**src/hw/rtl/asf_sqrt_pipe.sv**
```systemverilog
// asf_sqrt_pipe: pipelined integer square root, one root bit per stage
// carries a payload vector beside the radicand; no package dependency
`default_nettype none

module asf_sqrt_pipe #(
    parameter int XW = 66,
    parameter int PW = 1
) (
    input  wire logic                clk,
    input  wire logic                rst_n,
    input  wire logic                en,
    input  wire logic                in_valid,
    input  wire logic [XW-1:0]       in_x,
    input  wire logic [PW-1:0]       in_pl,
    output logic                     out_valid,
    output logic [XW/2-1:0]          out_root,
    output logic [PW-1:0]            out_pl
);

    localparam int RW  = XW / 2;
    localparam int RMW = RW + 2;

    logic [RW-1:0]  vld_reg;
    logic [RMW-1:0] rem_reg  [RW];
    logic [RW-1:0]  root_reg [RW];
    logic [XW-1:0]  x_reg    [RW];
    logic [PW-1:0]  pl_reg   [RW];

    for (genvar k = 0; k < RW; k++) begin : g_stage
        logic [RMW-1:0] rem_src;
        logic [RW-1:0]  root_src;
        logic [XW-1:0]  x_src;
        logic [PW-1:0]  pl_src;
        logic           vld_src;
        logic [RMW+1:0] rem_sh;
        logic [RMW+1:0] trial;
        logic           ge;
        logic [RMW+1:0] rem_diff;
        logic [RMW-1:0] rem_next;
        logic [RW-1:0]  root_next;
        logic [XW-1:0]  x_next;

        // stage source: module inputs or previous stage
        if (k == 0) begin : g_first
            assign rem_src  = '0;
            assign root_src = '0;
            assign x_src    = in_x;
            assign pl_src   = in_pl;
            assign vld_src  = in_valid;
        end else begin : g_next
            assign rem_src  = rem_reg[k-1];
            assign root_src = root_reg[k-1];
            assign x_src    = x_reg[k-1];
            assign pl_src   = pl_reg[k-1];
            assign vld_src  = vld_reg[k-1];
        end

        // bring down two radicand bits and try a one bit
        always_comb
        begin
            rem_sh    = {rem_src, x_src[XW-1:XW-2]};
            trial     = {2'b00, root_src, 2'b01};
            ge        = (rem_sh >= trial);
            rem_diff  = ge ? (rem_sh - trial) : rem_sh;
            rem_next  = rem_diff[RMW-1:0];
            root_next = {root_src[RW-2:0], ge};
            x_next    = {x_src[XW-3:0], 2'b00};
        end

        // stage valid
        always_ff @(posedge clk or negedge rst_n)
        begin
            if (!rst_n)
            begin
                vld_reg[k] <= 1'b0;
            end
            else if (en)
            begin
                vld_reg[k] <= vld_src;
            end
        end

        // stage data
        always_ff @(posedge clk)
        begin
            if (en)
            begin
                rem_reg[k]  <= rem_next;
                root_reg[k] <= root_next;
                x_reg[k]    <= x_next;
                pl_reg[k]   <= pl_src;
            end
        end
    end

    assign out_valid = vld_reg[RW-1];
    assign out_root  = root_reg[RW-1];
    assign out_pl    = pl_reg[RW-1];

endmodule

`default_nettype wire

```
**config.mk**
```make
export PLATFORM = sky130hd
export DESIGN_NAME = asf_sqrt_pipe
export DESIGN_NICKNAME = d
export VERILOG_FILES = /design/src/hw/rtl/asf_sqrt_pipe.sv
export SDC_FILE = /design/constraint.sdc
export NUM_CORES = 2
export LEC_CHECK = 0
export BUFFER_PORTS_ARGS = -buffer_cell sky130_fd_sc_hd__buf_2
export CAP_MARGIN = 20
export CELL_PAD_IN_SITES_DETAIL_PLACEMENT = 1
export CELL_PAD_IN_SITES_GLOBAL_PLACEMENT = 1
export CORE_MARGIN = 3
export CORE_UTILIZATION = 56
export CTS_BUF_LIST = sky130_fd_sc_hd__clkbuf_16
export CTS_CLUSTER_SIZE = 20
export DETAILED_ROUTE_END_ITERATION = 12
export HOLD_SLACK_MARGIN = 0.1
export PLACE_DENSITY_LB_ADDON = 0.1
export SYNTH_ARGS = -nofsm -noshare
export SYNTH_HDL_FRONTEND = slang
export SYNTH_MEMORY_MAX_BITS = 65536
export SYNTH_SLANG_ARGS = --single-unit
```
**constraint.sdc**
```tcl
create_clock -name clk -period 5.6 [get_ports clk]
set_input_delay 0.84 -clock clk [delete_from_list [all_inputs] [get_ports clk]]
set_output_delay 0.84 -clock clk [all_outputs]
set_load 0.005 [all_outputs]
```
==> summary.md <==
| Metric | Value |
|---|---|
| Switch Pwr | `around 0.017 W` |
| PwrDens | `around 420 nW/um^2` |
| Synth warn | `0` |
| Tot Pwr | `between 0.06 and 0.07 W` |
| Latest clock arrival within the worst-skew pair | `just over 0.9 ns` |
| Crit-path max cell delay | `around 0.85 ns` |
| Fin nets | `approximately 11000` |
| Die Ht | `roughly 480 um` |
| Distinct cells, synth | `~90` |
| Layout Area Growth over Synthesis | `11.8%` |
| Sequential share of the synthesized area | `between 60% and 70%` |
| Placed cell count | `approximately 13000` |
| Max-cap violation count | `0` |
| Via density | `roughly 5.9` |
| Aggregate global-route resource usage | `about a quarter` |
| Total gr overflow | `0` |
| Critical-path top delay cell | `nor4_2` |
| Worst setup EP type | `register` |
| Synthesized instance count | `approximately 9800` |
| Tcrit/Tclk final | `around 81%` |
| Final Slew Violations | `0` |
| Root buf cell | `clkbuf_16` |
| Actual slew at the worst max-slew pin | `1.08 ns` |
| Register bit total from synthesis | `2750` |
| Share of cells above drive strength 1 | `7.58%` |
| RSZ-0062 raised after global routing | `no` |
| Initial antenna violation count | `7` |
| Status | `finished clean` |
| First-pass GRT wire length | `just under 500000 um` |
| VDD IR max | `0.305 mV` |
| Required @ worst endpoint | `~6.2 ns` |
| Clk pwr share | `between 30 and 40%` |
| Power Internal | `0.0429 W` |
| Area fraction of the dominant cell type after synthesis | `roughly 64%` |
| CP cell instances | `nor4_1 -> nor4b_2 -> nand2_1 -> nor4_2 -> a31o_2 -> nor4b_1 -> and2_1 -> nor4_2 -> nand3_1 -> xnor2_1` |
| Post-synthesis cell type with the largest combined area | `edfxtp_1` |
| Row cnt | `roughly 170` |
| Netlist area before placement | `127000 sq um` |
| Final Instance Area | `about 140000 sq um` |
| Max_slew headroom | `a little over a quarter` |
| Final Skew | `0.0621 ns` |
| Final WL | `just over 300000 um` |
| Synth top area cells | `edfxtp_1 64%, ha_1 5.9%, xnor2_1 3.3%` |
| Final Non-Filler Cells | `roughly 13000` |
| H-Tree Depth | `5` |
| Crit-path max FO | `22` |
| Area after DPL | `between 100000 and 150000 sq um` |
| Sink Count | `between 2000 and 3000` |
| Vias in the first global route | `between 80000 and 90000` |
| First DRT Iteration DRCs | `roughly 5900` |
| Post_cts resized | `0` |
| Post-synthesis average cell area | `approximately 13 sq um` |
| DPL Wire Length | `~220000 um` |
| Port Buffer Count | `105` |
| Width of the die | `a little under 500 um` |
| Area of the die | `approximately 230000 sq um` |
| Clock transition at path regs | `about 0.06 ns` |
| # IOs | `106` |
| Post-DRT Antenna Nets | `0` |
| Routed len/inst | `about 23 um` |
| CTS tree | `done` |
| Clock Tree Buf Depth | `4` |
| Asr flop ratio synth | `under 10%` |
| Core footprint | `226000 sq um` |
| Arr. time, crit path | `between 5 and 6 ns` |
| Setup-failing EPs final | `0` |
| Final RePlAce weighted congestion | `roughly 0.9` |
| Setup_tns | `0 ns` |
| Switching Share | `between 20 and 30%` |
| Util after Layout | `between 60% and 70%` |
| Leak pwr | `around 54 nW` |
| Fin. Hold Viols | `0` |
| Top_reg_cell synth | `edfxtp_1` |
| Min Tclk post-route | `approximately 4.6 ns` |
| Largest net degree at the start of global routing | `177` |
| Num CTS Buffers | `305` |
| Critical path class | `reg -> reg` |
| Post-synth EDFFs | `roughly 2700` |
| Initial Utilization | `a little under three fifths` |
| Sequential share of power | `between 40% and 50%` |
| Drt first pass iters | `8` |
| Most used cell, CP | `nor4_2` |
| Vias | `between 70000 and 80000` |
| Flip-flop count of the largest register after layout | `1067` |
| Syn_nets | `10487` |
| FMAX | `220 MHz` |
| Startpoint Class | `register` |
| DRC | `0` |
| Combinational share of power | `between 20% and 30%` |
| Worst hold path type | `in -> reg` |
## worst paths after layout
check	startpoint	end	slack, ns	cells past startpoint
worst max-delay path	rem_reg[0][257]$_DFFE_PP_	rem_reg[0][312]$_DFFE_PP_	1.05	10
max in group asynchronous	rst_n	g_stage[28].vld_src$_DFFE_PN0P_	4.56	2
worst min-delay path	in_x[65]	root_reg[0][0]$_DFFE_PP_	0.22	2
worst max register to register	rem_reg[0][257]$_DFFE_PP_	rem_reg[0][312]$_DFFE_PP_	1.05	10
worst min register to register	x_reg[0][132]$_DFFE_PP_	x_reg[0][198]$_DFFE_PP_	0.38	0
min in group asynchronous	rst_n	g_stage[10].vld_src$_DFFE_PN0P_	0.53	2
## metrics by stage
stage	hold WS (ns)	setup slack, ns
global route	0.175	0.715
floorplan	0.400	1.88
global placement	0.400	1.39
detailed placement	0.405	1.23
CTS	0.165	1.13
finish	0.223	1.05
## cells in the mapped netlist (all sizes together), types with 54 or more instances
master / instances
edfxtp: 2717
inv: 756
nand2: 713
ha: 596
a21oi: 589
nor2: 560
o21ai: 551
xnor2: 478
xor2: 426
a21o: 241
nor3: 237
clkbuf: 164
nand3: 154
nand2b: 130
nor4: 119
or3: 112
nand4: 106
o21a: 98
mux2: 97
nor2b: 95
and3: 74
or4: 67
o31ai: 54
## power groups by stage
stage	clock [W]	sequential [W]	combinational [W]
CTS	0.0203	0.0280	0.0123
global route	0.0211	0.0282	0.0137
floorplan	0	0.0274	0.00864
finish	0.0199	0.0280	0.0124
global placement	0	0.0283	0.0116
detailed placement	0	0.0284	0.0121
## cell families (layout without fill, tap and decap cells)
kind of cell	after synthesis	count (layout)	share of synthesized area, %
multiplexers	114	114	0.991
other	1	9	0.00294
adder cells (fa/ha/maj)	596	596	5.85
AND/OR/NAND/NOR	2560	2560	9.97
AO/OA/AOI/OAI	1954	1954	9.51
flip-flops	2750	2750	64.7
XOR/XNOR	904	904	6.21
buffers and inverters	941	1531	2.78
## worst max-delay path, delay by kind of cell (launching register included)
kind / cells / cell delay [ns]
flip-flops: 1 / 0.41
AO/OA/AOI/OAI: 1 / 0.25
AND/OR/NAND/NOR: 8 / 3.39
XOR/XNOR: 1 / 0.18
## cell usage in the layout, fill, tap and decap left out, types with 42 or more instances in the layout
cell           count
nand3_1          154
nor3_1           236
edfxtp_1        2717
xnor2_1          478
nand4_1          106
inv_1            796
or4_1             66
ha_1             596
and3_1            74
or2_2             44
nand2_1          712
nor2b_1           94
buf_2            106
clkinv_1          65
xor2_1           426
nand2b_1         130
or3_1            111
dlygate4sd3_1     67
o21bai_1          50
nor2_1           560
o21ai_0          549
o31ai_1           54
a21o_1           241
a211oi_1          49
mux2_2            97
o21a_1            98
clkbuf_16        310
a31oi_1           42
nor4_1           116
buf_4             57
a21oi_1          588
## cell type report
cell class	instances	area, sq um
well taps	2992	3740
clock buffers	310	7760
inverters	757	2840
repair buffers	251	2060
fillers	21773	83100
multi-input cells	6129	41600
diodes	8	20.0
clock inverters	213	2040
flip-flops and latches	2750	82400
## metal layers
layer | routed length [um] | global-route usage, %
met1 | 127000 | 32.7
met3 | 10100 | 2.91
met4 | 9780 | 8.06
met5 | 0 | 0
met2 | 162000 | 47.5
## repair_timing
action,in CTS,in global routing
endpoints found under the hold margin,99,0
buffers inserted,0,0
hold buffers,67,0
endpoints found under the setup margin,0,0
(Power assumes the default switching activity.)
