**src/hw/rtl/asf_pkg.sv**
```systemverilog
// asf_pkg: shared types and constants of the arrive steering force core
// holds the configuration struct, register codes and pipeline payload structs
// no dependencies
`default_nettype none

package asf_pkg;

    // configuration port geometry
    localparam int ASF_ADDR_W = 4;
    localparam int ASF_DATA_W = 32;

    // register indexes, taken from paddr[3:2]
    localparam logic [1:0] ASF_REG_MAX_SPEED = 2'd0;
    localparam logic [1:0] ASF_REG_MAX_FORCE = 2'd1;
    localparam logic [1:0] ASF_REG_WEIGHT    = 2'd2;
    localparam logic [1:0] ASF_REG_DECEL     = 2'd3;

    // deceleration codes
    localparam logic [1:0] ASF_DECEL_NONE   = 2'd0;
    localparam logic [1:0] ASF_DECEL_FAST   = 2'd1;
    localparam logic [1:0] ASF_DECEL_NORMAL = 2'd2;
    localparam logic [1:0] ASF_DECEL_SLOW   = 2'd3;

    // reset values
    localparam logic [30:0] ASF_MAX_SPEED_RST = 31'd327680;
    localparam logic [30:0] ASF_MAX_FORCE_RST = 31'd327680;
    localparam logic [15:0] ASF_WEIGHT_RST    = 16'd256;
    localparam logic [1:0]  ASF_DECEL_RST     = ASF_DECEL_FAST;

    typedef struct packed {
        logic [30:0] max_speed;
        logic [30:0] max_force;
        logic [15:0] gain;
        logic [1:0]  decel_rate;
    } asf_cfg_t;

    // offset magnitudes, signs and velocity carried around the first root
    typedef struct packed {
        logic [2:0][32:0] dmag;
        logic [2:0]       dneg;
        logic [2:0][31:0] vel;
    } asf_vec_t;

    // payload around the speed divider
    typedef struct packed {
        asf_vec_t    vec;
        logic [32:0] dlen;
    } asf_spd_pl_t;

    // per lane payload around the desired velocity divider
    typedef struct packed {
        logic        dnz;
        logic        dneg;
        logic [31:0] vel;
    } asf_des_pl_t;

    // payload around the force length root
    typedef struct packed {
        logic [2:0][55:0] wmag;
        logic [2:0]       wneg;
    } asf_w_pl_t;

    // per lane payload around the force clip divider
    typedef struct packed {
        logic        zero;
        logic        le;
        logic        wneg;
        logic [30:0] wlow;
    } asf_f_pl_t;

endpackage

`default_nettype wire

```
**src/hw/rtl/asf_apb_regs.sv**
```systemverilog
// asf_apb_regs: configuration registers behind an apb-style port
// depends on asf_pkg for the register codes and the configuration struct
`default_nettype none

module asf_apb_regs (
    input  wire logic                           clk,
    input  wire logic                           rst_n,
    input  wire logic                           psel,
    input  wire logic                           penable,
    input  wire logic                           pwrite,
    input  wire logic [asf_pkg::ASF_ADDR_W-1:0] paddr,
    input  wire logic [asf_pkg::ASF_DATA_W-1:0] pwdata,
    output logic      [asf_pkg::ASF_DATA_W-1:0] prdata,
    output logic                                pready,
    output asf_pkg::asf_cfg_t                   cfg
);

    import asf_pkg::*;

    asf_cfg_t   cfg_reg;
    logic       wr_en;
    logic [1:0] idx;

    assign pready = 1'b1;
    assign wr_en  = psel && penable && pwrite;
    assign idx    = paddr[3:2];

    // register writes on the access cycle
    always_ff @(posedge clk or negedge rst_n)
    begin
        if (!rst_n)
        begin
            cfg_reg.max_speed  <= ASF_MAX_SPEED_RST;
            cfg_reg.max_force  <= ASF_MAX_FORCE_RST;
            cfg_reg.gain       <= ASF_WEIGHT_RST;
            cfg_reg.decel_rate <= ASF_DECEL_RST;
        end
        else if (wr_en)
        begin
            unique case (idx)
                ASF_REG_MAX_SPEED: cfg_reg.max_speed  <= pwdata[30:0];
                ASF_REG_MAX_FORCE: cfg_reg.max_force  <= pwdata[30:0];
                ASF_REG_WEIGHT:    cfg_reg.gain       <= pwdata[15:0];
                ASF_REG_DECEL:     cfg_reg.decel_rate <= pwdata[1:0];
                default:           cfg_reg.decel_rate <= cfg_reg.decel_rate;
            endcase
        end
    end

    // read data mux
    always_comb
    begin
        unique case (idx)
            ASF_REG_MAX_SPEED: prdata = {1'b0, cfg_reg.max_speed};
            ASF_REG_MAX_FORCE: prdata = {1'b0, cfg_reg.max_force};
            ASF_REG_WEIGHT:    prdata = {16'd0, cfg_reg.gain};
            ASF_REG_DECEL:     prdata = {30'd0, cfg_reg.decel_rate};
            default:           prdata = '0;
        endcase
    end

    assign cfg = cfg_reg;

endmodule

`default_nettype wire

```
**config.mk**
```make
export PLATFORM = sky130hd
export DESIGN_NAME = asf_apb_regs
export DESIGN_NICKNAME = d
export VERILOG_FILES = /design/src/hw/rtl/asf_pkg.sv /design/src/hw/rtl/asf_apb_regs.sv
export SDC_FILE = /design/constraint.sdc
export NUM_CORES = 1
export LEC_CHECK = 0
export ABC_AREA = 0
export CORE_ASPECT_RATIO = 1.75
export CORE_MARGIN = 1.5
export CORE_UTILIZATION = 30
export CTS_CLUSTER_DIAMETER = 80
export DETAILED_ROUTE_END_ITERATION = 7
export DONT_BUFFER_PORTS = 1
export PLACE_DENSITY = 0.41
export SLEW_MARGIN = 20
export SYNTH_ARGS = -nofsm -noshare
export SYNTH_HDL_FRONTEND = slang
export SYNTH_SLANG_ARGS = --single-unit
export TNS_END_PERCENT = 100
```
**constraint.sdc**
```tcl
create_clock -name clk -period 2.6 [get_ports clk]
set_clock_uncertainty 0.05 [all_clocks]
set_input_delay 0.13 -clock clk [delete_from_list [all_inputs] [get_ports clk]]
set_output_delay 0.13 -clock clk [all_outputs]
set_load 0.01 [all_outputs]
```
==> results of run 1 <==
## placed cells by master (no fill, tap or decap), drive strengths merged
cell,n
dfrtp,74
nor3,1
nand3,1
conb,2
nor2,16
bufinv,2
dlygate4sd3,32
mux2i,29
dfstp,6
o21ai,14
or2,1
buf,7
or3,1
mux2,80
inv,1
nor2b,1
clkbuf,12
nand4,1
nand2,14
mux4,2
clkinvlp,2
## final cells by class
cell class | count | area, µm² | area share (%)
Clock inverter | 4 | 75.07 | 1.655
Timing Repair Buffer | 39 | 392.9 | 8.660
Clock buffer | 12 | 266.5 | 5.874
Multi-Input combinational cell | 163 | 1583 | 34.89
Inverter | 1 | 3.754 | 0.08274
Sequential cell | 80 | 2009 | 44.29
Tap cell | 165 | 206.4 | 4.550
## stage by stage
step | std cells | cell area, µm² | util (%) | setup WS, ns
after global routing | 464 | 4537 | 37.80 | 0.9460
after floorplan | 263 | 3706 | - | 1.216
after global placement | 415 | 3847 | 32.05 | 1.141
after detailed placement | 415 | 3847 | 32.05 | 1.120
after CTS | 464 | 4537 | 37.80 | 1.036
final | 464 | 4537 | 37.80 | 1.039
## worst max-delay path, cell delays in order (launching register included)
cell and delay (ns):
dfrtp_1 0.46, mux2i_1 0.12, o21ai_0 0.48
## layer usage
layer  GRT usage, %  vias up
met5              0        -
met4          5.806        0
met3          3.916        7
met2          24.57       95
met1          16.17     1107
li1               -      974
## cells by family (layout without fill, tap and decap cells)
| family | after synthesis | count (layout) |
|---|---|---|
| other | 2 | 2 |
| AND/OR/NAND/NOR | 36 | 36 |
| flip-flops | 80 | 80 |
| buffers and inverters | 20 | 56 |
| AO/OA/AOI/OAI | 14 | 14 |
| multiplexers | 111 | 111 |
## power by group through the flow
stage	clock, mW	sequential (mW)	combinational, mW
6_report	1.41	1.98	0.621
3_3_place_gp	0	2.02	0.537
3_5_place_dp	0	2.02	0.552
4_1_cts	1.46	2.00	0.632
2_1_floorplan	0	1.91	0.523
5_1_grt	1.51	2.04	0.683
## worst max path at each step
stage	end	startpoint	cells after the start
after detailed placement	cfg[66]	pwrite	4
after CTS	prdata[3]	cfg[21]	2
final	prdata[3]	cfg[21]	2
after floorplan	cfg[11]	paddr[3]	5
after global routing	prdata[3]	cfg[21]	2
after global placement	cfg[66]	pwrite	4
==> results.md, run 1 <==
- The flow ran to the end, and the final reports show no timing, DRC or antenna violations.
- The overall track demand over capacity in global routing is 14.19%.
- The global-route wire length before repair is approximately 14000 µm.
- The data arrival time of the worst path is between 1 and 1.5 ns.
- The floorplan step defined a core boundary enclosing around 0.012 mm².
- In the routed layout, each cell is associated on average with a via count of 4.705.
- The number of antenna violations at the first check in global routing is 0.
- The buffer levels on the longest clock path is 2.
- The startpoint of the worst hold path is paddr[3].
- The worst setup path is launched from a flip-flop.
- The number of clock buffers inserted by TritonCTS is 9.
- The floorplan step defined a die boundary enclosing around 0.013 mm².
- The number of vias in the routed layout is 2183.
- After legalization and detailed placement, the total HPWL measured 5923 µm.
- The post-synthesis cell count is between 200 and 300.
- The clock sink count is 80.
- For this block, wires on met1 add up to about 3600 µm.
- At the worst endpoint, the required time is between 2 and 2.5 ns.
- Net switching is about 29% of the power.
- Of the total synthesized cell area, the portion taken by AND, OR, NAND and NOR gates is between 4 and 5%.
- The power share of the combinational group is 15.5%.
- The proportion of netlist area held by the largest area contributor is between 40% and 50%.
- The maximum number of pins on one net before global-route repair is ~80.
- The highest fanout seen on the critical path is 3.
- Sequential cells account for about 50% of the total power.
- The total iterations of the first detailed-routing run is 4.
- Across the run, the number of max-cap violations was 0.
- The setup path with the least slack is of type reg2out.
- TritonCTS built the clock tree.
- Of the total synthesized cell area, the portion taken by full adders, half adders and majority gates is 0%.
- After synthesis, the share of flip-flops with an asynchronous set or reset is 100.0%.
- The number of filler cells placed in the layout is about 1200.
- The slew at the pin closest to its max-slew limit is around 0.58 ns.
- The accumulated negative setup slack is 0 ns.
- The multiplexer area fraction after synthesis is 36.39%.
- The H-tree level count is 3.
- The post-synthesis xor/xnor area fraction is 0%.
- The standby leakage power is slightly above 2 nW.
- The overall die height is 150.0 µm.
- In this run the critical register-to-register path is launched from cfg[21].
- Ranked by instance count, the synthesized netlist is headed by dfrtp_1 (74), mux2_2 (50), mux2_4 (30).
- Dividing the final minimum period by the clock period gives 60.03%.
- The x dimension of the die is between 80 and 90 µm.
- The detailed-routed wire length on met3 is slightly above 500 µm.
- The total power of the final layout is roughly 4 mW.
- The register bit count reported by yosys is 80.
- Subtracting the final worst setup slack from the clock period gives 1.561 ns.
- The synthesized design spends more area on one cell type than any other, namely dfrtp_1.
- For this run, design rule violations remaining after detail routing come to 0.
- The power dissipated by switching net loads is between 1 and 1.5 mW.
- The number of global-route vias before repair is 2379.
- The first routing iteration left 46 violations.
- The number of hold buffers added after CTS was 33.
- The remaining antenna violation count is 0.
- Summing the areas of all compound-gate instances in the mapped netlist gives around 1.9% of the synthesized area.
- Post-CTS repair changed the size of 0 cells.
- By area, the combinational part of the netlist is dominated by multiplexers.
- The final-layout worst hold slack is ~0.047 ns.
- In the final routed layout, each cell accounts on average for ~19 µm.
- The setup violation total in the final timing report is 0.
- The number of hold violations in the final report came to 0.
- The worst hold path terminates at cfg[72].
- The total nets after synthesis is roughly 300.
- During synthesis, Yosys emitted a total of 0 warnings.
- In this run the post-CTS setup repair buffer count came out at 0.
- The number of flip-flops under the largest register name is 80.
- The clock reaches the later pin of the worst-skew pair after 0.33 ns.
- The fraction of power consumed by the clock network is 35.1%.
- The final-report max-slew violation count is 0.
- The internal power is roughly 2.9 mW.
- Counting cells, the worst reg-to-reg path comes to 1.
- Summing the sequential cell areas from Yosys gives between 50% and 60% of the chip area.
- The worst reg2reg path endpoint is cfg[21].
- The weighted congestion reported at the end of routability-driven placement is between 0.6 and 0.7.
- A synthesized cell averages 14.09 µm².
- The critical path capture point type is an output port.
- For this configuration, the core starts out at a cell density of between 30% and 40%.
- The highest clock frequency the design can meet is ~640 MHz.
- The final net count is 335.
- Among all flip-flop cells after synthesis, the most frequent one is dfrtp_1.
- The total global routing overflow is 0.
- By area the synthesized netlist is led by dfrtp_1 (50%), mux2_2 (15%), mux2_4 (12%).
- Wires add up to a little under 9000 µm.
- The number of top-level pins is 154.
- The peak ir drop on the vdd network is around 0.28 mV.
- The netlist area before placement is around 0.0037 mm².
- The min-delay analysis places its worst path in the category in2reg.
- Synthesis instantiated 22 different standard cells from the library.
- The number of antenna diodes in the final layout is 0.
- In the final layout, the share of cells above drive strength 1 is about two fifths.
- The relative slew slack is approximately three fifths.
- The area growth from synthesis to layout is 22.42%.
- Counting instances, the worst hold path has a depth of 2.
- The clock root buffer is clkbuf_16.
- The count of input and output buffers is 0.
- The synthesized design contains 0 enable-type register cells.
- The cell row count is 53.
- In the post-synthesis netlist, the cell with the most instances is dfrtp_1.
- Clock-pin slew was measured on the worst setup and hold paths at around 0.060 ns.
- Setup repair after global routing left no endpoint under its margin.
- The routed design uses about 4700 µm of met2 wire.
- The setup check on the worst reg-to-reg path leaves a slack of about 1.7 ns.
- The power per cell area is between 800 and 900 mW/mm².
- After detailed routing, no signal wire sits above met4.
Note: power is estimated with default switching activity, not from simulation.
==> run 2: changes to the inputs <==
PLACE_DENSITY = 0.42   (was 0.41)
clock period = 1.4 ns   (was 2.6 ns; I/O delays follow)
==> run 2 against run 1 <==
Net effect:
- sequential power up 87%
- the flow now finishes with violations (negative hold slack, negative setup slack)
- core utilization shrank 0.45 points
- count of clock-buffer cells in the layout unchanged
- power is 75% higher
- design area fell by 1.2%
- wire length rose by 3.8%
- highest routed layer unchanged
- non-clock buffer count grew 1
- register-to-register slack got worse by 1.2 ns
- sequential share of layout area is 0.56 points higher
==> results.md, run 2 (same netlist as run 1, synthesis figures left out) <==
- The worst path buffer plus inverter count is 0 (unchanged).
- The clock root buffer is clkbuf_16 (unchanged).
- The post-CTS setup-driven buffer insertion count is 0 (unchanged).
- The total power of the final layout is 7.004 mW (was 4.012 mW).
- The post-route worst setup slack is -0.03406 ns (was 1.039 ns).
- The worst reg-to-reg setup slack is 0.50 ns (was 1.71 ns).
- Unrepaired setup endpoints after global routing: true (was false).
- The number of max-cap violations is 0 (unchanged).
- Status: complete, but fails checks (was complete, no violations).
- The buffer levels on the longest clock path is 2 (unchanged).
- The initial detailed-routing violation count was 37 (was 46).
- The instance area at placement is 0.003895 mm² (was 0.003847 mm²).
- The weighted congestion reported at the end of routability-driven placement is 0.6901 (was 0.6891).
- The global-route wire length before repair was 13740 µm (was 13660 µm).
- The critical path capture point type was an output port (unchanged).
- The cell with the largest stage delay on the worst path is mux4_2 (was o21ai_0).
- The clock sink count was 80 (unchanged).
- The number of DRC violations after detailed routing was 0 (unchanged).
- The x dimension of the die came to 87.02 µm (unchanged).
- The area growth from synthesis to final layout was 20.97% (was 22.42%).
- The final net count was 336 (was 335).
- The H-tree level count is 3 (unchanged).
- The clock period minus worst slack is around 1.4 ns.
- The post-cts hold buffer count was 31 (was 33).
- The overall track demand over capacity in global routing is 14.56% (was 14.19%).
- The dominant delay contributor by cell family on the critical path is multiplexers (was compound AO/OA/AOI/OAI gates).
- The worst reg2reg path endpoint is cfg[33] (was cfg[21]).
- The number of clock buffers inserted by TritonCTS was 9 (unchanged).
- The checks that failed: negative hold slack, negative setup slack.
- The number of global-route vias before repair is 2381 (was 2379).
- The number of flip-flops under the largest register name is 80 (unchanged).
- The number of antenna repair diodes was 0 (unchanged).
- The critical path startpoint category is a flip-flop (unchanged).
- The total global routing overflow is 0 (unchanged).
- The reg-to-reg critical path startpoint was cfg[33] (was cfg[21]).
- The setup violation total in the final timing report is 2 (was 0).
- The setup slack at placement is 0.04952 ns (was 1.120 ns).
- The most common cell after layout, fill and taps aside is dfrtp_1 (unchanged).
- The number of antenna violations at the first check in global routing was 0 (unchanged).
- The highest fanout seen on the critical path is 3 (unchanged).
- The accumulated negative setup slack is -0.04350 ns (was 0 ns).
- The data arrival time of the worst path is 1.31 ns (was 1.38 ns).
- The maximum number of pins on one net before global-route repair is 81 (unchanged).
- The number of vias in the routed layout is 2217 (was 2183).
- The critical path class is reg2out (unchanged).
- The final-layout worst hold slack is -0.6292 ns (was 0.04705 ns).
- The peak ir drop on the vdd network is 0.6356 mV (was 0.2805 mV).
- Commonest cells after routing, fill and taps aside: dfrtp_1 (73), mux2_2 (50), dlygate4sd3_1 (31), mux2_4 (30), mux2i_1 (29) (was dfrtp_1 (74), mux2_2 (50), dlygate4sd3_1 (32), mux2_4 (30), mux2i_1 (29)).
- The standby leakage power was 2.029 nW (was 2.063 nW).
- The CTS tree is done (unchanged).
- The number of hold violations in the final report is 80 (was 0).
- The remaining antenna violation count is 0 (unchanged).
- Static timing analysis puts the maximum clock frequency at approximately 700 MHz.
- The power per cell area is 1562 mW/mm² (was 884.3 mW/mm²).
- The overall die height is 150.0 µm (unchanged).
- The clock insertion delay at the later pin of the skew report is 0.34 ns (was 0.33 ns).
- The logic depth of the worst register-to-register path came to 1 (unchanged).
- The post-route core utilization was 37.35% (was 37.80%).
- The placed wire-length estimate is 6040 µm (was 5923 µm).
- The cell row count came to 53 (unchanged).
- The effective utilization at floorplan is 30.88% (unchanged).
- The final-report max-slew violation count was 0 (unchanged).
- The number of filler cells placed in the layout came to 1184 (was 1167).
- The number of top-level pins is 154 (unchanged).
- After layout, the worst path uses 102.4% of the clock period.
- The ratio of cells with drive above 1 in the final layout came to 39.00% (was 38.80%).
- The average vias per placed instance is 4.768 (was 4.705).
- The total iterations of the first detailed-routing run is 4 (unchanged).
- The final instance area is 0.004483 mm² (was 0.004537 mm²).
- The routed length per instance came to 19.94 µm (was 19.26 µm).
- The largest incremental delay on the critical path came to 0.53 ns (was 0.48 ns).
- The required time at the worst-slack endpoint came to 1.28 ns (was 2.42 ns).
- The count of input and output buffers came to 0 (unchanged).
- The type of the tightest min-delay check is in2async (was in2reg).
- Chain of cells forming the critical path: mux4_2 (was mux2i_1 > o21ai_0).
- The clock-pin transition on the worst setup and hold timing paths is 0.06 ns (about the same).
- The area of the core is 0.01200 mm² (unchanged).
- The full die area is 0.01306 mm² (unchanged).
- The final wirelength was 9273 µm (was 8937 µm).
run 2: worst max-delay path by stage:
stage             start   endpoint  cells after the start
3_3_place_gp     pwrite    cfg[43]                      4
2_1_floorplan  paddr[3]    cfg[11]                      5
6_report         cfg[1]  prdata[1]                      1
4_1_cts          cfg[1]  prdata[1]                      1
3_5_place_dp     pwrite    cfg[32]                      4
5_1_grt          cfg[1]  prdata[1]                      1
run 2: metrics by stage:
stage	hold WS (ns)	std cells
after detailed placement	-0.2736	418
final	-0.6292	465
after global placement	-0.2734	418
after floorplan	-0.2756	263
after CTS	-0.6422	465
after global routing	-0.6480	465
run 2: layer usage:
layer  routed length [µm]  up-vias  global-route usage [%]  part of all wire [%]
li1                     -      977                       -                     -
met2                 4889       95                   24.88                    53
met1                 3729     1132                   16.87                    40
met3                  435       13                   2.813                   4.7
met5                    0        -                       0                     0
met4                  218        0                   7.742                   2.4
run 2: final cells by class:
type	instances	area [µm²]	area share, %
flip-flops and latches	80	2011	44.85
well taps	165	206.4	4.605
clock inverters	4	30.03	0.6698
inverters	1	3.754	0.08373
repair buffers	40	402.9	8.987
multi-input cells	163	1583	35.31
clock buffers	12	246.5	5.498
run 2: what timing repair did:
item                       CTS  global route
hold endpoints to repair   160            80
cloned                       0             0
setup endpoints to repair    4             3
resized for setup            2             2
run 2: power breakdown:
group / switching (mW) / total (mW) / internal, mW
combinational: 0.387 / 1.12 / 0.731
sequential: 0.811 / 3.70 / 2.89
clock: 0.938 / 2.19 / 1.25
total: 2.14 / 7.00 / 4.87
==> run 3: changes to the inputs <==
ABC_AREA = 1   (was 0)
CORE_MARGIN = 3   (was 1.5)
MAX_ROUTING_LAYER = met4   (was not set)
==> run 3 against run 2 <==
Net effect:
- the run ends with negative hold slack left
- hold slack better by 0.0025 ns
- wire length is 20% higher
- synthesized cell count increased by 83%
- setup slack better by 0.13 ns
- combinational power shrank 26%
- clock power is 24% higher
- register-to-register slack improved by 0.09 ns
- sequential power decreased by 4%
- cell count grew 48%
- critical path depth grew 5
- first-iteration DRC count rose to 3.6 times the previous value
- critical path type is now in2reg
- largest power group unchanged
- highest routed layer unchanged
==> results.md, run 3 <==
- The post-cts hold buffer count is 38 (was 31).
- The CTS tree is done (unchanged).
- The x dimension of the die was 90.46 µm (was 87.02 µm).
- The peak ir drop on the vdd network was 0.7502 mV (was 0.6356 mV).
- The area growth from synthesis to final layout came to 21.72% (was 20.97%).
- The total iterations of the first detailed-routing run is 4 (unchanged).
- The effective utilization at floorplan is 30.86% (was 30.88%).
- The clock sink count is 80 (unchanged).
- The number of flip-flops under the largest register name was 80 (unchanged).
- The final net count is 558 (was 336).
- The register bit count reported by yosys came to 80 (unchanged).
- The final-report max-slew violation count is 0 (unchanged).
- The cell row count is 53 (unchanged).
- The top layer reached by signal wires is met4 (unchanged).
- Violations in the final reports: negative hold slack (was negative hold slack, negative setup slack).
- The clock-pin transition on the worst setup and hold timing paths was 0.06 ns (about the same).
- The critical path startpoint category is a primary input (was flip-flop).
- The required time at the worst-slack endpoint is 1.63 ns (was 1.28 ns).
- The setup violation total in the final timing report is 0 (was 2).
- The standby leakage power is 2.398 nW (was 2.029 nW).
- The number of global-route vias before repair is 3176 (was 2381).
- The critical path capture point type is a flip-flop (was output port).
- The number of top-level pins is 154 (unchanged).
- Unrepaired setup endpoints after global routing: false (was true).
- The number of vias in the routed layout is 3108 (was 2217).
- The Yosys warning count is 0 (unchanged).
- The met2 routed wirelength is 5742 µm (was 4889 µm).
- The data arrival time of the worst path came to 1.54 ns (was 1.31 ns).
- The clock period minus worst slack is 1.304 ns (was 1.434 ns).
- The proportion of netlist area held by the largest area contributor is 49.45% (was 49.97%).
- The placed wire-length estimate came to 7793 µm (was 6040 µm).
- The overall die height is 153.8 µm (was 150.0 µm).
- The total global routing overflow came to 0 (unchanged).
- The number of hold violations in the final report is 81 (was 80).
- The power per cell area is 1556 mW/mm² (was 1562 mW/mm²).
- The highest clock frequency the design can meet is 766.9 MHz (was 697.3 MHz).
- The full die area is 0.01391 mm² (was 0.01306 mm²).
- The H-tree level count came to 3 (unchanged).
- The final wirelength is 11160 µm (was 9273 µm).
- The initial detailed-routing violation count came to 133 (was 37).
- The origin of the worst setup path was paddr[2] (was cfg[1]).
- The mean cell area of the mapped netlist came to 7.802 µm² (was 14.09 µm²).
- The post-synthesis cell type with the largest combined area is dfrtp_1 (unchanged).
- The sequential cell area came to 0.002009 mm² (was 0.002011 mm²).
- The number of synthesized flops with an enable pin is 0 (unchanged).
- The maximum number of pins on one net before global-route repair is 81 (unchanged).
- The number of unique standard cell types used by synthesis is 18 (was 22).
- The final instance area came to 0.004558 mm² (was 0.004483 mm²).
- The average vias per placed instance is 4.531 (was 4.768).
- The detailed-routed wire length on met3 came to 678 µm (was 435 µm).
- The weighted congestion reported at the end of routability-driven placement is 0.7440 (was 0.6901).
- The number of max-cap violations is 0 (unchanged).
- The netlist area before placement was 0.003745 mm² (was 0.003706 mm²).
- The clock insertion delay at the later pin of the skew report is 0.33 ns (was 0.34 ns).
- The register area share after synthesis is 53.66% (was 54.22%).
- The number of antenna violations at the first check in global routing is 0 (unchanged).
- The reg-to-reg critical path startpoint is cfg[10] (was cfg[33]).
- The overall track demand over capacity in global routing came to 16.96% (was 14.56%).
- The buffer levels on the longest clock path is 2 (unchanged).
- The clock root buffer is clkbuf_16 (unchanged).
- The global-route wire length before repair is 17880 µm (was 13740 µm).
- The area of the core is 0.01214 mm² (was 0.01200 mm²).
- The final-layout worst hold slack is -0.6267 ns (was -0.6292 ns).
- The most common cell after layout, fill and taps aside was nand2_1 (was dfrtp_1).
- The count of input and output buffers is 0 (unchanged).
- Synth top cells by count: nand2_1 (333), dfrtp_1 (74), nand3_1 (20) (was dfrtp_1 (74), mux2_2 (50), mux2_4 (30)).
- Status: complete, but fails checks (unchanged).
- The critical path class was in2reg (was reg2out).
- The accumulated negative setup slack is 0 ns (was -0.04350 ns).
- The number of antenna repair diodes is 0 (unchanged).
- Main area contributors after synthesis: dfrtp_1 (49%), nand2_1 (33%), buf_6 (4.5%) (was dfrtp_1 (50%), mux2_2 (15%), mux2_4 (12%)).
- The total nets after synthesis is 521 (was 304).
- Commonest cells after routing, fill and taps aside: nand2_1 (333), dfrtp_1 (74), dlygate4sd3_1 (38), nand3_1 (20), buf_4 (12) (was dfrtp_1 (73), mux2_2 (50), dlygate4sd3_1 (31), mux2_4 (30), mux2i_1 (29)).
- The routed length on met1 is 4474 µm (was 3729 µm).
- The number of clock buffers inserted by TritonCTS is 9 (unchanged).
- The ratio of cells with drive above 1 in the final layout is 9.597% (was 39.00%).
- The multi-input gate area in the final layout was 0.001481 mm² (was 0.001583 mm²).
- The dominant register cell in the synthesized netlist is dfrtp_1 (unchanged).
- The remaining antenna violation count came to 0 (unchanged).
- The number of DRC violations after detailed routing was 0 (unchanged).
- The highest fanout seen on the critical path is 8 (was 3).
- The share of flip-flops with an asynchronous set or reset after synthesis came to 100.0% (unchanged).
- The most frequent cell after synthesis is nand2_1 (was dfrtp_1).
- The type of the tightest min-delay check was in2async (unchanged).
- The post-synthesis cell count is 480 (was 263).
- The routed length per instance is 16.27 µm (was 19.94 µm).
- The number of filler cells placed in the layout is 1270 (was 1184).
- The instance area at placement came to 0.003835 mm² (was 0.003895 mm²).
- The share of the clock period used by the worst path after layout is 93.13% (was 102.4%).
[run 3: changes by cell type in the layout (fill, tap and decap cells not counted), sizes merged, moves of 3 or more]
cell / before / now
inv: 1 / 7
dlygate4sd3: 31 / 38
mux2i: 29 / 0
nor2: 16 / 6
nand3: 1 / 21
clkinvlp: 4 / 0
mux2: 80 / 0
o21ai: 14 / 0
buf: 9 / 13
bufinv: 0 / 3
nand2: 14 / 338
[run 3: repair_timing]
| action | in CTS | in global routing |
|---|---|---|
| endpoints found under the hold margin | 160 | 80 |
| gates resized for setup | 0 | 0 |
| setup buffers | 0 | 0 |
[run 3: per-stage QoR]
step           hold slack [ns]  worst slack, ns  util (%)  std cells  power [mW]
2_1_floorplan          -0.2756           0.5275         -        480       4.060
3_3_place_gp           -0.2730           0.3674     31.60        633       4.309
3_5_place_dp           -0.2727           0.3546     31.60        633       4.337
4_1_cts                -0.6388          0.09244     37.56        686       7.210
5_1_grt                -0.6448          0.03833     37.56        686       7.481
6_report               -0.6267          0.09611     37.56        686       7.094
[run 3: cells by family after synthesis]
group,Yosys count,share of synthesized area [%]
buffers and inverters,31,6.782
DFF,80,53.66
other,2,0.2005
and+or+nand+nor,367,39.36
[run 3: cell type report]
| type | count | area share, % |
|---|---|---|
| clock buffers | 10 | 5.243 |
| repair buffers | 51 | 10.76 |
| clock inverters | 5 | 2.278 |
| well taps | 165 | 4.529 |
| multi-input cells | 369 | 32.50 |
| flip-flops and latches | 80 | 44.08 |
| inverters | 6 | 0.6039 |
[run 3: layer usage]
metal  up-vias  track usage (%)
li1       1517                -
met1      1455            18.78
met2       122            28.92
met3        14            4.209
met4         0            7.232
met5         -                -
[run 3: where the power goes]
group          internal (mW)  total [mW]  switching [mW]
logic                  0.337       0.834           0.497
registers               2.81        3.54           0.726
clock network           1.78        2.72           0.937
[run 3: path summary, 6_finish.rpt]
kind,slack [ns],cells past startpoint,end
setup / recovery,0.1,6,cfg[0]
hold / removal,-0.63,0,cfg[41]
setup reg to reg,0.59,2,cfg[10]
hold reg to reg,0.45,2,cfg[67]
max in group asynchronous,1.64,0,cfg[10]
min in group clk,0,4,cfg[2]
[run 3: critical path, stage by stage]
cell and delay, ns:
dlygate4sd3_1 0.56, nand2_1 0.08, nor2_1 0.14, nand2_1 0.06, dlygate4sd3_1 0.56, nand2_1 0.07
